### src/rtl/urwl_pkg.sv
// Package for the upload rate window limiter.
// Holds field widths, history depth, event kinds and the controller-datapath types.
// Used by every other file of the block but urwl_rsp_if and urwl_checker.
`timescale 1ns / 1ps
`default_nettype none

package urwl_pkg;

	localparam int HISTORY_DEPTH = 10;
	localparam int IDX_W         = (HISTORY_DEPTH > 1) ? $clog2(HISTORY_DEPTH) : 1;

	localparam int TIME_W  = 48;
	localparam int BYTES_W = 24;
	localparam int LIMIT_W = 17;
	localparam int LIM_W   = LIMIT_W - 1;
	localparam int PEER_W  = 10;
	localparam int SUM_W   = BYTES_W + $clog2(HISTORY_DEPTH + 1);

	localparam int MUL_W    = 32;
	localparam int PROD_W   = LIM_W + MUL_W;
	localparam int KB_SHIFT = 10;
	localparam int MS_W     = 10;
	localparam int SUMK_W   = SUM_W + MS_W;
	localparam int CMP_W    = PROD_W + KB_SHIFT;

	localparam logic [PEER_W-1:0] PEERS_MAX = {PEER_W{1'b1}};
	localparam logic [MS_W-1:0]   MS_PER_S  = MS_W'(1000);
	localparam logic [IDX_W-1:0]  LAST_IDX  = IDX_W'(HISTORY_DEPTH - 1);

	typedef enum logic [1:0] {
		KIND_QUERY    = 2'd0,
		KIND_CHOKED   = 2'd1,
		KIND_UNCHOKED = 2'd2,
		KIND_UPLOADED = 2'd3
	} kind_t;

	typedef struct packed {
		logic             accept;
		logic             issue;
		logic [IDX_W-1:0] idx;
		logic             finish;
	} dp_cmd_t;

	typedef struct packed {
		logic out_free;
	} dp_sts_t;

endpackage

`default_nettype wire

### src/rtl/urwl_req_if.sv
// Request channel of the upload rate window limiter: one event with its time.
// Depends on urwl_pkg.
`timescale 1ns / 1ps
`default_nettype none

interface urwl_req_if;
	import urwl_pkg::*;

	logic                valid;
	logic                ready;
	kind_t               kind;
	logic [TIME_W-1:0]   now_ms;
	logic [BYTES_W-1:0]  upload_bytes;

	modport source (output valid, output kind, output now_ms, output upload_bytes, input ready);
	modport sink   (input valid, input kind, input now_ms, input upload_bytes, output ready);
endinterface

`default_nettype wire

### src/rtl/urwl_rsp_if.sv
// Response channel of the upload rate window limiter: the two permission flags.
// Uses nothing from urwl_pkg.
`timescale 1ns / 1ps
`default_nettype none

interface urwl_rsp_if;
	logic valid;
	logic ready;
	logic may_unchoke;
	logic may_upload;

	modport source (output valid, output may_unchoke, output may_upload, input ready);
	modport sink   (input valid, input may_unchoke, input may_upload, output ready);
endinterface

`default_nettype wire

### src/rtl/urwl_datapath.sv
// Datapath: limit register, peer count, upload history, budget multiply-compare
// and the response register. Driven by urwl_ctrl through urwl_pkg::dp_cmd_t.
`timescale 1ns / 1ps
`default_nettype none

module urwl_datapath (
	input  logic                             clk,
	input  logic                             arst_n,
	input  logic                             cfg_we,
	input  logic signed [urwl_pkg::LIMIT_W-1:0] cfg_wdata,
	input  urwl_pkg::kind_t                  kind,
	input  logic [urwl_pkg::TIME_W-1:0]      now_ms,
	input  logic [urwl_pkg::BYTES_W-1:0]     upload_bytes,
	input  logic                             rsp_ready,
	output logic                             rsp_valid,
	output logic                             may_unchoke,
	output logic                             may_upload,
	input  urwl_pkg::dp_cmd_t                cmd,
	output urwl_pkg::dp_sts_t                sts
);
	import urwl_pkg::*;

	logic signed [LIMIT_W-1:0] limit_q;
	logic [PEER_W-1:0]         peers_q;
	logic [TIME_W-1:0]         hist_time_q [HISTORY_DEPTH];
	logic [BYTES_W-1:0]        hist_bytes_q [HISTORY_DEPTH];
	logic [TIME_W-1:0]         now_q;
	logic [SUM_W-1:0]          sum_q;
	logic                      hit_q;

	logic                      valid_s1;
	logic                      skip_s1;
	logic                      big_s1;
	logic [PROD_W-1:0]         prod_s1;
	logic [SUMK_W-1:0]         sumk_s1;

	logic                      rsp_valid_q;
	logic                      may_unchoke_q;
	logic                      may_upload_q;

	logic                      lim_neg;
	logic [LIM_W-1:0]          lim_mag;
	logic [TIME_W-1:0]         rd_time;
	logic [BYTES_W-1:0]        rd_bytes;
	logic [TIME_W-1:0]         el_d;
	logic [SUM_W-1:0]          sum_d;
	logic [SUMK_W-1:0]         sumk_d;
	logic [PROD_W-1:0]         prod_d;
	logic                      under_s2;
	logic [LIM_W-1:0]          slots;
	logic                      unchoke_d;

	assign lim_neg  = limit_q[LIMIT_W-1];
	assign lim_mag  = limit_q[LIM_W-1:0];
	assign rd_time  = hist_time_q[cmd.idx];
	assign rd_bytes = hist_bytes_q[cmd.idx];
	assign el_d     = (now_q > rd_time) ? (now_q - rd_time) : '0;
	assign sum_d    = sum_q + SUM_W'(rd_bytes);
	assign sumk_d   = SUMK_W'(sum_d + SUM_W'(1)) * SUMK_W'(MS_PER_S);
	assign prod_d   = PROD_W'(lim_mag) * PROD_W'(el_d[MUL_W-1:0]);
	assign under_s2 = big_s1 || (CMP_W'({prod_s1, {KB_SHIFT{1'b0}}}) >= CMP_W'(sumk_s1));
	assign slots    = LIM_W'((LIMIT_W'(lim_mag) + LIMIT_W'(1)) >> 1);
	assign unchoke_d = lim_neg || (LIM_W'(peers_q) < slots);

	always_ff @(posedge clk or negedge arst_n) begin
		if (!arst_n) begin
			limit_q <= '0;
		end else if (cfg_we) begin
			limit_q <= cfg_wdata;
		end
	end

	always_ff @(posedge clk or negedge arst_n) begin
		if (!arst_n) begin
			peers_q <= '0;
			for (int i = 0; i < HISTORY_DEPTH; i++) begin
				hist_time_q[i]  <= '0;
				hist_bytes_q[i] <= '0;
			end
		end else if (cmd.accept) begin
			case (kind)
				KIND_CHOKED: begin
					if (peers_q != '0) begin
						peers_q <= peers_q - PEER_W'(1);
					end
				end
				KIND_UNCHOKED: begin
					if (peers_q != PEERS_MAX) begin
						peers_q <= peers_q + PEER_W'(1);
					end
				end
				KIND_UPLOADED: begin
					for (int i = HISTORY_DEPTH - 1; i > 0; i--) begin
						hist_time_q[i]  <= hist_time_q[i-1];
						hist_bytes_q[i] <= hist_bytes_q[i-1];
					end
					hist_time_q[0]  <= now_ms;
					hist_bytes_q[0] <= upload_bytes;
				end
				default: begin
				end
			endcase
		end
	end

	always_ff @(posedge clk) begin
		if (cmd.accept) begin
			now_q <= now_ms;
			sum_q <= '0;
		end else if (cmd.issue) begin
			sum_q <= sum_d;
		end
		if (cmd.issue) begin
			skip_s1 <= (lim_mag == '0) || (el_d == '0);
			big_s1  <= |el_d[TIME_W-1:MUL_W];
			prod_s1 <= prod_d;
			sumk_s1 <= sumk_d;
		end
	end

	always_ff @(posedge clk or negedge arst_n) begin
		if (!arst_n) begin
			valid_s1 <= 1'b0;
			hit_q    <= 1'b0;
		end else begin
			valid_s1 <= cmd.issue;
			if (cmd.accept) begin
				hit_q <= 1'b0;
			end else if (valid_s1 && !skip_s1 && under_s2) begin
				hit_q <= 1'b1;
			end
		end
	end

	always_ff @(posedge clk or negedge arst_n) begin
		if (!arst_n) begin
			rsp_valid_q <= 1'b0;
		end else if (cmd.finish) begin
			rsp_valid_q <= 1'b1;
		end else if (rsp_ready) begin
			rsp_valid_q <= 1'b0;
		end
	end

	always_ff @(posedge clk) begin
		if (cmd.finish) begin
			may_unchoke_q <= unchoke_d;
			may_upload_q  <= lim_neg || hit_q;
		end
	end

	assign rsp_valid    = rsp_valid_q;
	assign may_unchoke  = may_unchoke_q;
	assign may_upload   = may_upload_q;
	assign sts.out_free = !rsp_valid_q || rsp_ready;

endmodule

`default_nettype wire

### src/rtl/urwl_ctrl.sv
// Controller: sequences accept, the walk over the upload history and the result load.
// Depends on urwl_pkg; commands urwl_datapath.
`timescale 1ns / 1ps
`default_nettype none

module urwl_ctrl (
	input  logic              clk,
	input  logic              arst_n,
	input  logic              req_valid,
	output logic              req_ready,
	output urwl_pkg::dp_cmd_t cmd,
	input  urwl_pkg::dp_sts_t sts
);
	import urwl_pkg::*;

	typedef enum logic [3:0] {
		ST_IDLE  = 4'b0001,
		ST_WALK  = 4'b0010,
		ST_DRAIN = 4'b0100,
		ST_DONE  = 4'b1000
	} state_t;

	state_t           state_q;
	state_t           state_d;
	logic [IDX_W-1:0] idx_q;

	assign req_ready  = (state_q == ST_IDLE);
	assign cmd.accept = req_valid && req_ready;
	assign cmd.issue  = (state_q == ST_WALK);
	assign cmd.idx    = idx_q;
	assign cmd.finish = (state_q == ST_DONE) && sts.out_free;

	always_comb begin
		state_d = state_q;
		case (state_q)
			ST_IDLE: begin
				if (req_valid) begin
					state_d = ST_WALK;
				end
			end
			ST_WALK: begin
				if (idx_q == LAST_IDX) begin
					state_d = ST_DRAIN;
				end
			end
			ST_DRAIN: begin
				state_d = ST_DONE;
			end
			ST_DONE: begin
				if (sts.out_free) begin
					state_d = ST_IDLE;
				end
			end
			default: begin
				state_d = ST_IDLE;
			end
		endcase
	end

	always_ff @(posedge clk or negedge arst_n) begin
		if (!arst_n) begin
			state_q <= ST_IDLE;
			idx_q   <= '0;
		end else begin
			state_q <= state_d;
			if (cmd.accept) begin
				idx_q <= '0;
			end else if (cmd.issue && idx_q != LAST_IDX) begin
				idx_q <= idx_q + IDX_W'(1);
			end
		end
	end

endmodule

`default_nettype wire

### src/rtl/upload_rate_window_limiter.sv
// Top level of the upload rate window limiter.
// Joins urwl_ctrl and urwl_datapath; uses urwl_pkg, urwl_req_if and urwl_rsp_if.
//
// Usage: each request on req carries an event kind (query, peer choked, peer
// unchoked, bytes uploaded), a millisecond time and a byte count. The event is
// applied to the peer count or to the ten-entry upload history, and one response
// with may_unchoke and may_upload follows on rsp for every request, in order.
// The user writes the signed limit in KB/s through cfg_we and cfg_wdata only
// while the block is idle (the block does not enforce it); a negative limit sets both flags.
// One request is in work at a time: req.ready is low from the accept until the
// result is loaded into the output register. The work is a walk over the ten
// history entries through one shared multiply and compare, one entry per cycle,
// then a drain state for the last compare, and then the result load.
// A finished response waits in an output register; the next request is taken
// while it waits, and the controller holds a second result until rsp.ready.
// Reset (arst_n low) clears the limit, the peer count, the history and the
// response valid flag; req.ready is high in the first cycle after reset.
`timescale 1ns / 1ps
`default_nettype none

module upload_rate_window_limiter (
	input  logic                             clk,
	input  logic                             arst_n,
	input  logic                             cfg_we,
	input  logic signed [urwl_pkg::LIMIT_W-1:0] cfg_wdata,
	urwl_req_if.sink                         req,
	urwl_rsp_if.source                       rsp
);
	import urwl_pkg::*;

	dp_cmd_t cmd;
	dp_sts_t sts;
	logic    ready;
	logic    rsp_valid;
	logic    may_unchoke;
	logic    may_upload;

	urwl_ctrl u_ctrl (
		.clk       (clk),
		.arst_n    (arst_n),
		.req_valid (req.valid),
		.req_ready (ready),
		.cmd       (cmd),
		.sts       (sts)
	);

	urwl_datapath u_datapath (
		.clk          (clk),
		.arst_n       (arst_n),
		.cfg_we       (cfg_we),
		.cfg_wdata    (cfg_wdata),
		.kind         (req.kind),
		.now_ms       (req.now_ms),
		.upload_bytes (req.upload_bytes),
		.rsp_ready    (rsp.ready),
		.rsp_valid    (rsp_valid),
		.may_unchoke  (may_unchoke),
		.may_upload   (may_upload),
		.cmd          (cmd),
		.sts          (sts)
	);

	assign req.ready       = ready;
	assign rsp.valid       = rsp_valid;
	assign rsp.may_unchoke = may_unchoke;
	assign rsp.may_upload  = may_upload;

endmodule

`default_nettype wire

### src/flat_wrapper.sv
// flat-port wrapper written by rule: the top's interface ports become plain ports
module upload_rate_window_limiter_flat import urwl_pkg::*;
  (clk, arst_n, cfg_we, cfg_wdata, req_valid, req_kind, req_now_ms, req_upload_bytes, req_ready, rsp_valid, rsp_may_unchoke, rsp_may_upload, rsp_ready);
  urwl_req_if req_i ();
  urwl_rsp_if rsp_i ();
  input  logic clk;
  input  logic arst_n;
  input  logic cfg_we;
  input  logic signed [urwl_pkg::LIMIT_W-1:0] cfg_wdata;
  input wire logic [$bits(req_i.valid)-1:0] req_valid;
  input wire logic [$bits(req_i.kind)-1:0] req_kind;
  input wire logic [$bits(req_i.now_ms)-1:0] req_now_ms;
  input wire logic [$bits(req_i.upload_bytes)-1:0] req_upload_bytes;
  output wire logic [$bits(req_i.ready)-1:0] req_ready;
  output wire logic [$bits(rsp_i.valid)-1:0] rsp_valid;
  output wire logic [$bits(rsp_i.may_unchoke)-1:0] rsp_may_unchoke;
  output wire logic [$bits(rsp_i.may_upload)-1:0] rsp_may_upload;
  input wire logic [$bits(rsp_i.ready)-1:0] rsp_ready;
  assign req_i.valid = req_valid;
  assign req_i.kind = req_kind;
  assign req_i.now_ms = req_now_ms;
  assign req_i.upload_bytes = req_upload_bytes;
  assign req_ready = req_i.ready;
  assign rsp_valid = rsp_i.valid;
  assign rsp_may_unchoke = rsp_i.may_unchoke;
  assign rsp_may_upload = rsp_i.may_upload;
  assign rsp_i.ready = rsp_ready;
  upload_rate_window_limiter u_core (.clk(clk), .arst_n(arst_n), .cfg_we(cfg_we), .cfg_wdata(cfg_wdata), .req(req_i), .rsp(rsp_i));
endmodule
### config.mk
export PLATFORM = sky130hd
export DESIGN_NAME = upload_rate_window_limiter_flat
export DESIGN_NICKNAME = d
export VERILOG_FILES = /design/src/rtl/urwl_pkg.sv /design/src/rtl/urwl_req_if.sv /design/src/rtl/urwl_rsp_if.sv /design/src/rtl/urwl_datapath.sv /design/src/rtl/urwl_ctrl.sv /design/src/rtl/upload_rate_window_limiter.sv /design/src/flat_wrapper.sv
export SDC_FILE = /design/constraint.sdc
export NUM_CORES = 2
export LEC_CHECK = 0
export BUFFER_PORTS_ARGS = -buffer_cell sky130_fd_sc_hd__buf_2
export CAP_MARGIN = 20
export CORE_MARGIN = 4
export CORE_UTILIZATION = 60
export CTS_BUF_LIST = sky130_fd_sc_hd__clkbuf_2 sky130_fd_sc_hd__clkbuf_4 sky130_fd_sc_hd__clkbuf_8
export CTS_CLUSTER_DIAMETER = 60
export DETAILED_ROUTE_END_ITERATION = 6
export PLACE_DENSITY = 0.91
export SLEW_MARGIN = 20
export SYNTH_ARGS = -nofsm -noshare
export SYNTH_HDL_FRONTEND = slang
export SYNTH_SLANG_ARGS = --single-unit
### constraint.sdc
create_clock -name clk -period 10.4 [get_ports clk]
set_input_delay 2.08 -clock clk [delete_from_list [all_inputs] [get_ports clk]]
set_output_delay 2.08 -clock clk [all_outputs]
set_load 0.005 [all_outputs]
======== Yosys cells after proc, flatten, opt, wreduce, memory -nomap -nowiden ========
Index checks and enable logic that the tools add are counted.
word-level totals
  flip-flop bits (word level) ............. 921
  output and inout bits ................... 4
  word-level logic and storage cells ...... 107
  bits of input ports ..................... 96
operators by class
  mux-type cells .......................... 20
  reductions and logical operators ........ 23
  bitwise logic cells ..................... 1
  multipliers ............................. 2
  equality and inequality tests ........... 15
  magnitude comparators ................... 4
  add/subtract/negate cells ............... 7
operator list
  operator                                                               count
  48-bit binary-select mux with 4-bit select                             1
  48-bit two-way mux                                                     3
  24-bit binary-select mux with 4-bit select                             1
  58-bit by 38-bit greater-or-equal comparator with 1-bit output         1
  48-bit greater-than comparator                                         1
  48-bit logical NOT                                                     1
  16-bit by 32-bit multiplier with 48-bit output                         1
  24-bit two-way mux                                                     2
  48-bit subtractor                                                      1
  29-bit by 7-bit multiplier with 35-bit output (second input constant)  1
  28-bit by 1-bit adder with 29-bit output (second input constant)       1
  28-bit by 24-bit adder with 28-bit output                              1
  10-bit two-way mux                                                     2
  4-bit two-way mux                                                      5
  10-bit case mux with 2 select lines                                    1
  16-bit by 1-bit adder with 17-bit output (second input constant)       1
  16-bit logical NOT                                                     1
  10-bit by 16-bit < comparator with 1-bit output                        1
  4-bit case mux with 4 select lines                                     1
  16-bit OR reduction                                                    1
  10-bit by 1-bit adder with 10-bit output (second input constant)       1
  10-bit != test (second input constant)                                 1
  10-bit nonzero test                                                    1
  10-bit by 1-bit subtractor with 10-bit output (second input constant)  1
  20 further kinds                                                       40

======== Logic depth before layout (Yosys ltp) ========
  word-level depth ........................ 8
  depth in mapped cells ................... 47
  gate-level depth less buffers ........... 41

======== Hierarchy ========
From an unflattened synthesis, not the netlist that was laid out.
second synthesis, totals
  cells, all modules ...................... 5,732
  area total of the unflattened synthesis .. 66,189.7 µm²
modules (own cells, without submodules)
  module         times used  area each (µm²)  seq. area each (µm²)  cells an instance
  urwl_datapath  1           65,745.6         23,382.4              5,685
  urwl_ctrl      1           444.2            201.4                 47

======== Worst setup path before layout ========
No wires, ideal clock.
  path kind ............................... flip-flop to flip-flop
  start point ............................. register u_core.u_ctrl.idx_q[0]
  end point ............................... register u_core.u_datapath.prod_s1[47] (data pin)
  slack ................................... -735 ps
  stages on the path, launching flop included .. 45
  arrival ................................. 10,880 ps
  required time ........................... 10,145 ps
  setup time .............................. 255 ps
  cells stage by stage .................... dfrtp_1 -> clkbuf_1 -> clkbuf_1 -> clkbuf_1 -> buf_1 -> mux2i_1 -> o22a_1 -> ha_1 -> nand2_1 -> o211ai_1 -> nand3_1 -> nand3_2 -> a21oi_2 -> o2111a_1 -> o311ai_1 -> a21oi_1 -> or2_1 -> buf_6 -> [9 not listed] -> inv_1 -> fa_1 -> fa_1 -> inv_1 -> fa_1 -> inv_1 -> ha_1 -> a21o_1 -> a221oi_2 -> o21ai_0 -> o2111ai_1 -> a31oi_1 -> a211o_1 -> a21bo_2 -> a21oi_2 -> a21oi_1 -> or4b_1 -> and3_1
between the ends
  longest elaborated chain between the ends .. 7
ends and longest elaborated chain
  element                                                                     line                  text
  from (decl)                                                                 urwl_ctrl.sv:25       logic [IDX_W-1:0] idx_q;
  from (signal assigned)                                                      urwl_ctrl.sv:69       idx_q <= idx_q + IDX_W'(1);
  4-bit NOT with 5-bit output (implied by the code) *                         urwl_datapath.sv:55   assign rd_time = hist_time_q[cmd.idx];
  48-bit binary-select mux with 4-bit select *                                urwl_datapath.sv:55
  48-bit two-way mux (implied by the code) * (2 in series)                    urwl_datapath.sv:55
  48-bit subtractor / 48-bit greater-than comparator (equally long branches)  urwl_datapath.sv:57   assign el_d = (now_q > rd_time) ? (now_q - rd_time) : '0;
  48-bit two-way mux *                                                        urwl_datapath.sv:57
  16-bit by 32-bit multiplier with 48-bit output *                            urwl_datapath.sv:60   assign prod_d = PROD_W'(lim_mag) * PROD_W'(el_d[MUL_W-1:0]);
  named net u_core.u_datapath.prod_d[47]                                      urwl_datapath.sv:48   logic [PROD_W-1:0] prod_d;
  to (signal assigned)                                                        urwl_datapath.sv:116  prod_s1 <= prod_d;
  to (decl)                                                                   urwl_datapath.sv:34   logic [PROD_W-1:0] prod_s1;
The timed path passes the listed nets; every way through them passes the cells marked *. The select of a mux whose other input is x is not followed.
A chain may end at the register's enable or synchronous reset.

======== Final worst setup path ========
Ends and elaborated chain as after synthesis.

==> flow_summary.yaml <==
critical_path:
  timing.critical_path.fanout_max: 9
  slowest_delay_ps: 550
  crit_type: "flop to flop"
  cp-end-kind: "flop"
  crit_path_start_kind: "flop"
  worst-endpoint-arrival_ps: 11310
  cpMostUsedCell: "sky130_fd_sc_hd__fa_1"
  critical_path.slowest_cell: "sky130_fd_sc_hd__fa_1"
  timing.critical_path.required_ps: 10970
synthesis:
  synth_top_area_cell: "sky130_fd_sc_hd__dfrtp_1"
  synth_mux_area_share_pct: 19.8
  postSynth.asyncResetShare_pct: 82.3
  dominant_synthesized_flop_cell: "sky130_fd_sc_hd__dfrtp_1"
  mean_area_per_synthesized_cell_sq_um: 11.8
  postSynthCellCount: 5617
  synth_seq_cells: 921
  synth-seq-area-share_pct: 35.7
  syn_area_sq_um: 66100
  synth_compound_area_share_pct: 6.10
  synth_enable_flop_cells: 135
  number_of_warnings_printed_during_yosys_synthesis: 0
  synth_top_area_share_pct: 28.6
  synth_cell_type_count: 101
  synth_top_family_by_area: "adder cells"
  ranking_of_synthesized_cells_by_area: "sky130_fd_sc_hd__dfrtp_1, sky130_fd_sc_hd__fa_1, sky130_fd_sc_hd__mux2_2, sky130_fd_sc_hd__edfxtp_1, sky130_fd_sc_hd__ha_1"
  synth.net_count: 6560
  synthXorXnorAreaFrac_pct: 2.36
  arithmetic_cell_share_of_the_synthesized_area_counting_full_adders_half_adders_and_majority_gates_pct: 22.0
  simple_gate_share_of_the_synthesized_area_pct: 8.60
clocking:
  clk_latency_ps: 880
  cts_inserted_buffers: 153
  cts_num_sinks: 921
  cts_hold_repair.buffers: 0
  clock_tree.root_cell: "sky130_fd_sc_hd__clkbuf_8"
  ctsLongestPathBuffers: 3
  cts_tree: "built"
  worst_setup_hold_path_clk_slew_ps: 70
  h-tree-depth: 4
drt:
  drtIter0Drc: 4748
  num_vias: 47400
  antenna_violating_nets_post_route: 0
  avgViaCountPerCell: 6.20
  drcViolationCount: 0
  wl_per_cell_microns: 22.8
  drt_wl_total_microns: 174000
  dr.pass1.iters: 6
place:
  pre_cts_slack_ps: -445
  place_hpwl_microns: 115000
  gp_congestion: 0.940
  dpl.cell_count: 7290
  port_buffers: 99
grt:
  globalRouteTotalUtil_pct: 29.1
  globalRouteMet1Util_pct: 36.9
  grt_use_met3_pct: 6.73
  grt.busiest_layer: "met2"
  grt_first_pass_wirelength_microns: 269000
  grt_max_degree: 223
  grt_overflow_total: 0
  global_route.usage.met2_pct: 48.8
  first_global_vias: 50300
  grt_antenna_before_repair: 9
floorplanning:
  die_height_microns: 340
  area_of_the_die_sq_um: 116000
  top_level_ports: 100
  core-area_sq_um: 109000
  row_count: 121
  floorplan.initialDensity_pct: 60.6
  dieWidth_microns: 340
timing:
  finalMaxSlewViolations: 0
  timing_hold_violations_final: 0
  min_period_over_period_pct: 103
  post-route-min-period_ps: 10740
  max_freq_ghz: 0.0931
  report.final.setup_viol: 11
  max_slew_margin_pct: 17.8
  worst_slew_pin_tran_ps: 1220
  skew_ps: 100
  setup_slack_ps: -339
  rsz0062_at_grt: "true"
layout:
  final_cells: 7644
  layout.filler_cells: 6721
  layout-area-overhead-vs-synth_pct: 13.8
  finish.net_count: 6989
  post_route_cells_drive_above_1_share_pct: 30.6
job:
  max_cap_viol_count: 0
hold_path:
  min-delay-path-class: "flop to flop"
status:
  status: "complete, but fails checks"
  violated_checks: "setup timing"
## metrics by stage
step	TNS, ps	cell area [sq um]	utilization (%)	hold slack [ps]
after global routing	-6090	75300	69.0	485
after detailed placement	-2100	70400	64.5	457
after CTS	-161	74000	67.8	464
after global placement	-360	70400	64.5	447
after floorplan	0	66200	-	441
final	-1580	75300	69.0	463
## cell type report
cell class,instances,area [sq um],area share (%)
Tap cell,1476,1850,2.45
Sequential cell,921,23600,31.3
Inverter,623,2340,3.11
Multi-Input combinational cell,3784,39500,52.5
Antenna cell,5,12.5,0.0166
Clock buffer,234,2920,3.88
Clock inverter,38,378,0.502
Timing Repair Buffer,563,4650,6.17
## Yosys cell counts (123+ instances only)
cell type	number
sky130_fd_sc_hd__a21oi_1	176
sky130_fd_sc_hd__clkbuf_1	200
sky130_fd_sc_hd__ha_1	321
sky130_fd_sc_hd__fa_1	526
sky130_fd_sc_hd__mux2_2	745
sky130_fd_sc_hd__dfrtp_1	757
sky130_fd_sc_hd__nand2_1	439
sky130_fd_sc_hd__xnor2_1	123
sky130_fd_sc_hd__and2_1	198
sky130_fd_sc_hd__mux4_2	144
sky130_fd_sc_hd__edfxtp_1	135
sky130_fd_sc_hd__nor2_1	135
sky130_fd_sc_hd__inv_1	620
sky130_fd_sc_hd__mux2i_1	147
## per-layer routing
metal  share of wire (%)  wire, microns
met5               0.015             26
met3                 9.1          15800
met4                 4.5           7870
met2                  49          86100
met1                  37          64400
## kinds of logic (layout without fill, tap and decap cells)
family / Yosys count / count (layout)
simple gates: 1124 / 1124
mux: 1036 / 1036
flops: 921 / 921
buf+inv: 912 / 1458
fa+ha+maj: 847 / 847
compound gates: 599 / 599
xor+xnor: 178 / 178
other cells: 0 / 5
## state kept, by name (all words and copies together), names as in the netlist, 10 cells and up
| name | count |
|---|---|
| u_core.u_datapath.hist_bytes_q | 240 |
| u_core.u_datapath.hist_time_q | 480 |
| u_core.u_datapath.sum_q | 28 |
| u_core.u_datapath.limit_q | 17 |
| u_core.u_datapath.peers_q | 10 |
| u_core.u_datapath.now_q | 48 |
| u_core.u_datapath.prod_s1 | 48 |
| u_core.u_datapath.sumk_s1 | 35 |
## placed cells by master, fill, tap and decap left out, drive strengths merged, types with 135 or more instances in the layout
cell    count
and2      198
mux2i     147
buf       561
nand2     439
ha        321
nor2      158
mux4      144
mux2      745
a21oi     179
fa        526
edfxtp    135
dfrtp     757
clkbuf    235
inv       627
## timing repair
action,CTS,global route
gates cloned,4,1
hold endpoints to repair,0,0
resized for setup,26,148
pin swaps,19,84
setup endpoints to repair,15,33
setup buffers,8,65
## final timing paths
path,start,end,slack [ps],depth (start not counted)
min,u_core.u_datapath.sum_q[21],u_core.u_datapath.sum_q[21],460,2
max in group asynchronous,arst_n,u_core.u_datapath.hist_time_q[168],6870,3
min reg2reg,u_core.u_datapath.sum_q[21],u_core.u_datapath.sum_q[21],460,2
max,u_core.u_ctrl.idx_q[0],u_core.u_datapath.prod_s1[47],-340,42
max reg2reg,u_core.u_ctrl.idx_q[0],u_core.u_datapath.prod_s1[47],-340,42
min in group asynchronous,arst_n,u_core.u_datapath.hist_bytes_q[41],1230,1
## critical path, delay by kind of cell, from the launching register on
family	cells	cell delay, ps
flops	1	480
fa+ha+maj	8	3420
mux	2	730
buf+inv	9	990
compound gates	15	2960
simple gates	8	1870
Power is left out: the tool's default activity adds up to more than one toggle a clock period on the data nets, which glitch-free logic cannot reach.
